--- config.mk ---
export PLATFORM = sky130hd
export DESIGN_NAME = aac_au_packetizer_top
export DESIGN_NICKNAME = d
export VERILOG_FILES = /design/src/rtl/aac_pkg.sv /design/src/rtl/aac_front.sv /design/src/rtl/aac_fifo.sv /design/src/rtl/aac_back.sv /design/src/rtl/aac_au_packetizer_top.sv
export VERILOG_INCLUDE_DIRS = /design/src /design/src/rtl
export SDC_FILE = /design/constraint.sdc
export NUM_CORES = 1
export LEC_CHECK = 0
export BUFFER_PORTS_ARGS = -buffer_cell sky130_fd_sc_hd__clkbuf_2
export CORE_MARGIN = 2
export CORE_UTILIZATION = 38
export DETAILED_ROUTE_END_ITERATION = 6
export HOLD_SLACK_MARGIN = 0.02
export SYNTH_ARGS = -nofsm -noshare
export SYNTH_HDL_FRONTEND = slang
export SYNTH_HIERARCHICAL = 1
export SYNTH_SLANG_ARGS = --single-unit
--- constraint.sdc ---
create_clock -name clk_i -period 11.1 [get_ports clk_i]
set_input_delay 0.555 -clock clk_i [delete_from_list [all_inputs] [get_ports clk_i]]
set_output_delay 0.555 -clock clk_i [all_outputs]
set_load 0.005 [all_outputs]
--- src/rtl/aac_au_packetizer_top_defines.svh ---
// Assertion macros for the audio access unit packetizer.
`ifndef AAC_AU_PACKETIZER_TOP_DEFINES_SVH
`define AAC_AU_PACKETIZER_TOP_DEFINES_SVH

`ifndef NO_ASSERTIONS
// Checks that a property holds at every clock edge outside of reset.
`define AAC_ASSERT(lbl, prop) \
  lbl: assert property (@(posedge clk_i) disable iff (!rst_ni) (prop)) \
    else $error("packetizer assertion failed");
// Checks that a condition never occurs outside of reset.
`define AAC_ASSERT_NEVER(lbl, expr) \
  lbl: assert property (@(posedge clk_i) disable iff (!rst_ni) !(expr)) \
    else $error("packetizer forbidden condition seen");
`else
`define AAC_ASSERT(lbl, prop)
`define AAC_ASSERT_NEVER(lbl, expr)
`endif

`endif

--- src/rtl/aac_pkg.sv ---
// Shared types and constants of the audio access unit packetizer.
package aac_pkg;

  localparam int unsigned DataW     = 8;
  localparam int unsigned SizeW     = 13;
  localparam int unsigned CntW      = 11;
  localparam int unsigned CfgW      = 12;
  localparam int unsigned HdrBytes  = 4;

  localparam logic [DataW-1:0] HdrByte0 = 8'h00;
  localparam logic [DataW-1:0] HdrByte1 = 8'h10;

  // One classified input byte, queued between the front and back ends.
  typedef struct packed {
    logic [DataW-1:0] data;
    logic [SizeW-1:0] unit_size;
    logic             opens;
    logic             marker;
    logic             pkt_end;
  } entry_t;

endpackage

--- src/rtl/aac_front.sv ---
// Front end: accepts unit bytes, tracks unit and packet position, classifies each byte.
module aac_front import aac_pkg::*; (
  input  logic             clk_i,
  input  logic             rst_ni,
  input  logic             cfg_valid_i,
  output logic             cfg_ready_o,
  input  logic [CfgW-1:0]  cfg_data_i,
  input  logic             s_axis_tvalid,
  output logic             s_axis_tready,
  input  logic [23:0]      s_axis_tdata,
  input  logic             full_i,
  output logic             push_o,
  output entry_t           entry_o
);

  localparam logic [CntW-1:0] PayloadReset = 11'd1496;
  localparam logic [CntW-1:0] PayloadMin   = 11'd1;
  localparam logic [CntW-1:0] PayloadMax   = 11'd2044;
  localparam logic [CfgW-1:0] PktMin       = 12'd5;
  localparam logic [CfgW-1:0] PktMax       = 12'd2048;

  logic [CntW-1:0]  payload_q;
  logic [SizeW-1:0] left_q, left_d;
  logic [CntW-1:0]  inpkt_q, inpkt_d;
  logic [SizeW-1:0] size_q, size_d;
  logic             final_q, final_d;

  logic [DataW-1:0] in_byte;
  logic [SizeW-1:0] in_size;
  logic             accept;
  logic             new_unit;
  logic [SizeW-1:0] left_cur;
  logic [CntW-1:0]  inpkt_cur;
  logic [CntW-1:0]  inpkt_inc;
  logic             opens;
  logic             pkt_end;
  logic [CfgW-1:0]  cfg_minus_hdr;

  assign in_byte       = s_axis_tdata[DataW-1:0];
  assign in_size       = s_axis_tdata[DataW+SizeW-1:DataW];
  assign s_axis_tready = !full_i;
  assign accept        = s_axis_tvalid && !full_i;
  assign cfg_ready_o   = 1'b1;
  assign cfg_minus_hdr = cfg_data_i - CfgW'(HdrBytes);

  always_comb begin
    new_unit  = (left_q == '0);
    left_cur  = left_q;
    size_d    = size_q;
    inpkt_cur = inpkt_q;
    if (new_unit) begin
      // A unit size of zero is treated as a one-byte unit.
      left_cur  = (in_size == '0) ? SizeW'(1) : in_size;
      size_d    = left_cur;
      inpkt_cur = '0;
    end
    opens   = (inpkt_cur == '0);
    final_d = opens ? (left_cur <= {2'b00, payload_q}) : final_q;
    left_d  = left_cur - SizeW'(1);
    inpkt_inc = inpkt_cur + CntW'(1);
    pkt_end = (left_d == '0) || (inpkt_inc >= payload_q);
    inpkt_d = pkt_end ? '0 : inpkt_inc;

    entry_o.data      = in_byte;
    entry_o.unit_size = size_d;
    entry_o.opens     = opens;
    entry_o.marker    = final_d;
    entry_o.pkt_end   = pkt_end;
  end

  assign push_o = accept;

  always_ff @(posedge clk_i or negedge rst_ni) begin
    if (!rst_ni) begin
      payload_q <= PayloadReset;
      left_q    <= '0;
      inpkt_q   <= '0;
      size_q    <= '0;
      final_q   <= 1'b0;
    end else begin
      if (cfg_valid_i) begin
        if (cfg_data_i < PktMin) begin
          payload_q <= PayloadMin;
        end else if (cfg_data_i > PktMax) begin
          payload_q <= PayloadMax;
        end else begin
          payload_q <= cfg_minus_hdr[CntW-1:0];
        end
      end
      if (accept) begin
        left_q  <= left_d;
        inpkt_q <= inpkt_d;
        size_q  <= size_d;
        final_q <= final_d;
      end
    end
  end

endmodule

--- src/rtl/aac_fifo.sv ---
// Short queue of classified bytes between the front and back ends.
module aac_fifo import aac_pkg::*; #(
  parameter int unsigned Depth = 4
) (
  input  logic   clk_i,
  input  logic   rst_ni,
  input  logic   push_i,
  input  entry_t wdata_i,
  input  logic   pop_i,
  output entry_t rdata_o,
  output logic   full_o,
  output logic   empty_o
);

  localparam int unsigned PtrW = (Depth > 1) ? $clog2(Depth) : 1;
  localparam int unsigned CntW = $clog2(Depth + 1);

  entry_t          mem_q [Depth];
  logic [PtrW-1:0] wr_ptr_q, rd_ptr_q;
  logic [CntW-1:0] cnt_q;
  logic            do_push, do_pop;

  assign full_o  = (cnt_q == CntW'(Depth));
  assign empty_o = (cnt_q == '0);
  assign do_push = push_i && !full_o;
  assign do_pop  = pop_i && !empty_o;
  assign rdata_o = mem_q[rd_ptr_q];

  always_ff @(posedge clk_i) begin
    if (do_push) begin
      mem_q[wr_ptr_q] <= wdata_i;
    end
  end

  always_ff @(posedge clk_i or negedge rst_ni) begin
    if (!rst_ni) begin
      wr_ptr_q <= '0;
      rd_ptr_q <= '0;
      cnt_q    <= '0;
    end else begin
      if (do_push) begin
        wr_ptr_q <= (wr_ptr_q == PtrW'(Depth - 1)) ? '0 : wr_ptr_q + PtrW'(1);
      end
      if (do_pop) begin
        rd_ptr_q <= (rd_ptr_q == PtrW'(Depth - 1)) ? '0 : rd_ptr_q + PtrW'(1);
      end
      unique case ({do_push, do_pop})
        2'b10:   cnt_q <= cnt_q + CntW'(1);
        2'b01:   cnt_q <= cnt_q - CntW'(1);
        default: cnt_q <= cnt_q;
      endcase
    end
  end

endmodule

--- src/rtl/aac_back.sv ---
// Back end: emits each queued byte, preceded by the four header bytes when it opens a new packet.
module aac_back import aac_pkg::*; (
  input  logic       clk_i,
  input  logic       rst_ni,
  input  logic       empty_i,
  input  entry_t     entry_i,
  output logic       pop_o,
  output logic       m_axis_tvalid,
  input  logic       m_axis_tready,
  output logic [7:0] m_axis_tdata,
  output logic       m_axis_tlast,
  output logic [1:0] m_axis_tuser
);

  localparam logic [2:0] PhasePayload = 3'(HdrBytes);

  entry_t     cur_q;
  logic       valid_q;
  logic [2:0] phase_q;
  logic       in_hdr;
  logic       take;
  logic       load;

  assign in_hdr = cur_q.opens && (phase_q != PhasePayload);
  assign take   = valid_q && m_axis_tready;
  assign load   = !valid_q || (take && !in_hdr);
  assign pop_o  = load && !empty_i;

  always_comb begin
    m_axis_tdata = cur_q.data;
    if (in_hdr) begin
      unique case (phase_q[1:0])
        2'd0:    m_axis_tdata = HdrByte0;
        2'd1:    m_axis_tdata = HdrByte1;
        2'd2:    m_axis_tdata = cur_q.unit_size[SizeW-1:5];
        default: m_axis_tdata = {cur_q.unit_size[4:0], 3'b000};
      endcase
    end
  end

  assign m_axis_tvalid = valid_q;
  assign m_axis_tlast  = !in_hdr && cur_q.pkt_end;
  assign m_axis_tuser  = {!in_hdr, cur_q.marker};

  always_ff @(posedge clk_i) begin
    if (pop_o) begin
      cur_q <= entry_i;
    end
  end

  always_ff @(posedge clk_i or negedge rst_ni) begin
    if (!rst_ni) begin
      valid_q <= 1'b0;
      phase_q <= PhasePayload;
    end else begin
      if (load) begin
        valid_q <= !empty_i;
        if (!empty_i) begin
          phase_q <= entry_i.opens ? 3'd0 : PhasePayload;
        end
      end else if (take && in_hdr) begin
        phase_q <= phase_q + 3'd1;
      end
    end
  end

endmodule

--- src/rtl/aac_au_packetizer_top.sv ---
// Top level of the audio access unit packetizer.
// The slave stream takes one byte of an access unit per transaction: tdata[7:0] is
// the byte, tdata[20:8] the unit size, which is sampled on the first byte of a unit.
// The master stream gives one byte per transaction: tdata is the byte, tlast ends a
// packet, tuser[0] marks every byte of the unit's last packet and tuser[1] marks the
// last output byte caused by an input byte.
// Each packet opens with four header bytes (0x00, 0x10, then the 13-bit unit size and
// a zero index), so an input byte that opens a packet yields five output bytes and
// any other byte yields one. The cfg channel writes the maximum packet length; it is
// always ready and must only be written while the block holds no pending bytes.
// An input byte is registered in the queue, then in the back end, before it reaches
// the output. The output sustains one byte per cycle while the receiver is ready
// and bytes are queued. The input takes one byte per cycle while the queue has room;
// each packet opener holds the back end for its four header bytes, and the queue of
// FifoDepth classified bytes spreads the stalls this causes. A stalled receiver holds
// the current byte; the input keeps accepting until the queue is full. Reset clears
// all unit and packet tracking and sets the packet length to 1500 bytes.
`include "aac_au_packetizer_top_defines.svh"

module aac_au_packetizer_top import aac_pkg::*; #(
  parameter int unsigned FifoDepth = 4
) (
  input  logic        clk_i,
  input  logic        rst_ni,
  input  logic        cfg_valid_i,
  output logic        cfg_ready_o,
  input  logic [11:0] cfg_data_i,
  input  logic        s_axis_tvalid,
  output logic        s_axis_tready,
  input  logic [23:0] s_axis_tdata,   // data_byte [7:0], unit_size [20:8], zero [23:21]
  output logic        m_axis_tvalid,
  input  logic        m_axis_tready,
  output logic [7:0]  m_axis_tdata,   // out_byte [7:0]
  output logic        m_axis_tlast,
  output logic [1:0]  m_axis_tuser    // unit_end_marker [0], run_last [1]
);

  entry_t push_entry;
  entry_t head_entry;
  logic   push;
  logic   pop;
  logic   full;
  logic   empty;
  logic   out_take;
  logic   out_hdr;
  logic   mid_pkt;
  logic   marker;

  aac_front u_front (
    .clk_i,
    .rst_ni,
    .cfg_valid_i,
    .cfg_ready_o,
    .cfg_data_i,
    .s_axis_tvalid,
    .s_axis_tready,
    .s_axis_tdata,
    .full_i  (full),
    .push_o  (push),
    .entry_o (push_entry)
  );

  aac_fifo #(
    .Depth (FifoDepth)
  ) u_fifo (
    .clk_i,
    .rst_ni,
    .push_i  (push),
    .wdata_i (push_entry),
    .pop_i   (pop),
    .rdata_o (head_entry),
    .full_o  (full),
    .empty_o (empty)
  );

  aac_back u_back (
    .clk_i,
    .rst_ni,
    .empty_i (empty),
    .entry_i (head_entry),
    .pop_o   (pop),
    .m_axis_tvalid,
    .m_axis_tready,
    .m_axis_tdata,
    .m_axis_tlast,
    .m_axis_tuser
  );

  assign out_take = m_axis_tvalid && m_axis_tready;
  assign out_hdr  = m_axis_tvalid && !m_axis_tuser[1];
  assign mid_pkt  = out_take && !m_axis_tlast;
  assign marker   = m_axis_tuser[0];

  // Header bytes are never the last result of an input and never end a packet.
  `AAC_ASSERT_NEVER(a_hdr_no_last, out_hdr && m_axis_tlast)
  // Once a header byte is taken, the rest of that item follows without a gap.
  `AAC_ASSERT(a_hdr_continues, out_take && out_hdr |=> m_axis_tvalid)
  // The marker is constant within a packet across back-to-back transactions.
  `AAC_ASSERT(a_marker_stable, m_axis_tvalid && $past(mid_pkt) |-> marker == $past(marker))
  // The queue never refuses a push that the input side accepted.
  `AAC_ASSERT_NEVER(a_no_push_full, push && full)

endmodule
==> run_results.csv <==
group,metric,value,unit
status,status,"finished clean",
power_and_ir_drop,seq_power_share,42.1,%
synth,synth_nets,812,
place,place.gp.congestion,0.910,
sta,worstMarginPinSlew,1020,ps
power_and_ir_drop,comb_power_share,33.3,%
sta,fin_tns_setup,0,ps
sta,slew-limit-headroom,31.1,%
power_and_ir_drop,cellPowerDensity,258,mW/mm^2
floorplan,rows,56,
sta,min_period,5160,ps
sta,rsz0062_at_grt,"false",
floorplan,die_x,158,um
place,io_buffers,50,
power_and_ir_drop,p_clk_share,24.7,%
sta,clock-skew-final,12.2,ps
power_and_ir_drop,max-vdd-ir-drop,0.000121,V
route,drc,0,
final_layout,nets,851,
final_layout,diodes,0,
power_and_ir_drop,swShare,35.4,%
critical_path,cp-start-kind,"register",
final_layout,layout.area.seq,0.00511,mm^2
synth,ys_ff_latch,180,
route,totalWireLength,18.2,mm
job,max_cap_viol_count,0,
synth,yosysWarnings,6,
clock_tree,clock_latency,430,ps
critical_path,critical_path_required,11230,ps
global_routing,grt_pass1_vias,5675,
global_routing,antenna_found_initial,0,
route,vias,5690,
floorplan,ios,55,
global_routing,grt_use_total,15.6,%
power_and_ir_drop,p_leak,0.00406,uW
sta,whs,268,ps
floorplan,initial_core_util,38.5,%
clock_tree,clk_pin_slew_worst_paths,80,ps
min_path,hp-class,"in2async",
floorplan,die_height,158,um
final_layout,drive_gt1_share,18.4,%
sta,finalSetupViolations,0,
power_and_ir_drop,p_sw,922,uW
route,wl_per_cell,16.5,um
clock_tree,ctsHoldBuffers,0,
global_routing,grt_overflow,0,
sta,finalCritPeriodShare,46.5,%
synth,synth_edf_count,120,
clock_tree,postCtsSetupBuffers,0,
floorplan,core,0.0233,mm^2
synth,synth_cell_types,74,
final_layout,syn2layout_area_growth,12.3,%
route,antenna_left,0,
clock_tree,numCtsBuffers,17,
route,firstDrtPassIters,5,
final_layout,multiInputGateArea,0.00344,mm^2
route,drt_iter0_markers,431,
synth,async_reset_ff_share,33.3,%
synth,yosysSeqAreaShare,56.9,%
final_layout,n_fill_cell,2176,
critical_path,end_kind,"register",
critical_path,critPathMaxFanout,26,
sta,hold_violations,0,
clock_tree,cts_tree,"yes",
floorplan,die-area,0.0249,mm^2
final_layout,final_common_cell,"edfxtp_1",
clock_tree,cts_resized,0,
critical_path,path_class,"reg2reg",
global_routing,grt_max_degree,61,
synth,synthCells,731,
global_routing,grt_pass1_wl,30.0,mm
clock_tree,h-tree-depth,4,
synth,ys.flop_type,"edfxtp_1",
sta,slew_viol_final,0,
clock_tree,cts_buffer_depth,2,
clock_tree,clk_root_buffer_cell,"clkbuf_16",
route,vias_per_cell,5.16,
synth,syn-cell-area,0.00898,mm^2
critical_path,arrival,5290,ps
power_and_ir_drop,p_int,1680,uW
place,dp.final_hpwl,12.4,mm
synth,synth_area_per_cell,12.3,um^2
final_layout,final_cell_mix,"edfxtp_1, nand2_1, nor2_1",
clock_tree,cts_sinks,180,
sta,timing.fmax,194,MHz
cell usage after synthesis (all sizes together), types with 10 or more instances:
library cell / instances / area, um^2
o22ai: 11 / 68.8
clkbuf: 15 / 56.3
nand3: 10 / 50.1
buf: 28 / 230
xnor2: 10 / 87.6
ha: 39 / 488
inv: 40 / 150
edfxtp: 120 / 3600
nand2: 103 / 387
o21ai: 23 / 115
nor2b: 11 / 71.3
a21oi: 16 / 80.1
nor3: 20 / 105
mux4: 24 / 563
nand2b: 10 / 62.6
nor2: 59 / 221
xor2: 15 / 131
dfrtp: 53 / 1330
a32o: 11 / 110
sequential cells by signal, indices dropped and copies added (netlist names), 2 cells and up:
name               flops
u_fifo/mem_q          96
u_back/cur_q          23
u_front/left_q        13
u_front/size_q        13
u_front/inpkt_q       11
u_front/payload_q     11
u_back/phase_q         3
u_fifo/cnt_q           3
u_fifo/rd_ptr_q        2
u_fifo/wr_ptr_q        2
stage by stage:
stage | setup WS (ps) | std cells | cell area, um^2 | utilization (%) | total power (uW)
floorplan | 6420 | 731 | 8980 | - | 1760
global placement | 6080 | 1070 | 9450 | 40.5 | 1960
detailed placement | 5960 | 1070 | 9450 | 40.5 | 1980
CTS | 5950 | 1102 | 10100 | 43.3 | 2630
global route | 5730 | 1102 | 10100 | 43.3 | 2780
finish | 5940 | 1102 | 10100 | 43.3 | 2600
power groups by stage:
| stage | Clock (uW) | Combinational (uW) | Sequential, uW |
|---|---|---|---|
| 2_1_floorplan | 0 | 683 | 1070 |
| 4_1_cts | 657 | 876 | 1090 |
| 3_5_place_dp | 0 | 872 | 1110 |
| 5_1_grt | 689 | 976 | 1120 |
| 3_3_place_gp | 0 | 855 | 1100 |
| 6_report | 642 | 865 | 1090 |
cell families (layout without fill, tap and decap cells):
| group | count (synthesis) | count (layout) | share of synthesized area (%) |
|---|---|---|---|
| AO/OA/AOI/OAI | 116 | 116 | 9.40 |
| other | 1 | 1 | 0.0417 |
| multiplexers | 32 | 32 | 7.26 |
| XOR/XNOR | 25 | 25 | 2.44 |
| adder cells (fa/ha/maj) | 40 | 40 | 5.65 |
| AND/OR/NAND/NOR | 254 | 254 | 13.4 |
| buffers and inverters | 83 | 135 | 4.86 |
| flip-flops | 180 | 180 | 56.9 |
worst paths after layout:
path,to,from,slack [ps],cells past startpoint
setup / recovery,u_fifo/mem_q[0][0],u_front/left_q[2],5940,13
hold / removal,u_back/phase_q[0],rst_ni,270,2
setup reg to reg,u_fifo/mem_q[0][0],u_front/left_q[2],5940,13
hold reg to reg,u_front/size_q[1],u_front/size_q[1],480,2
max in group asynchronous,u_front/left_q[8],rst_ni,10240,2
min in group clk_i,u_fifo/mem_q[2][18],s_axis_tdata[2],330,1
worst max-delay path, stage by stage (launching register included):
cell and delay [ps]:
dfrtp_1 420, or4_1 710, or4_4 650, and2_1 250, ha_1 270, xnor2_1 290
ha_1 300, o21a_1 110, o21a_1 170, o41ai_1 300, a21oi_1 120, o31ai_1 840
buf_4 280, nand3b_1 150
layout make-up:
| cell class | count | share of cell area (%) |
|---|---|---|
| repair buffers | 63 | 3.45 |
| multi-input cells | 468 | 34.0 |
| clock inverters | 15 | 2.18 |
| inverters | 40 | 1.49 |
| clock buffers | 17 | 4.22 |
| well taps | 319 | 3.95 |
| flip-flops and latches | 180 | 50.7 |
routing by layer:
layer  share of wire [%]  vias to the layer above  track usage, %
li1                    -                     2752               -
met1                  48                     2782            21.6
met2                  47                      141            25.1
met3                 4.5                       15            2.90
met4                 1.2                        0            4.63
met5                   0                        -               0
(Power assumes the default switching activity.)
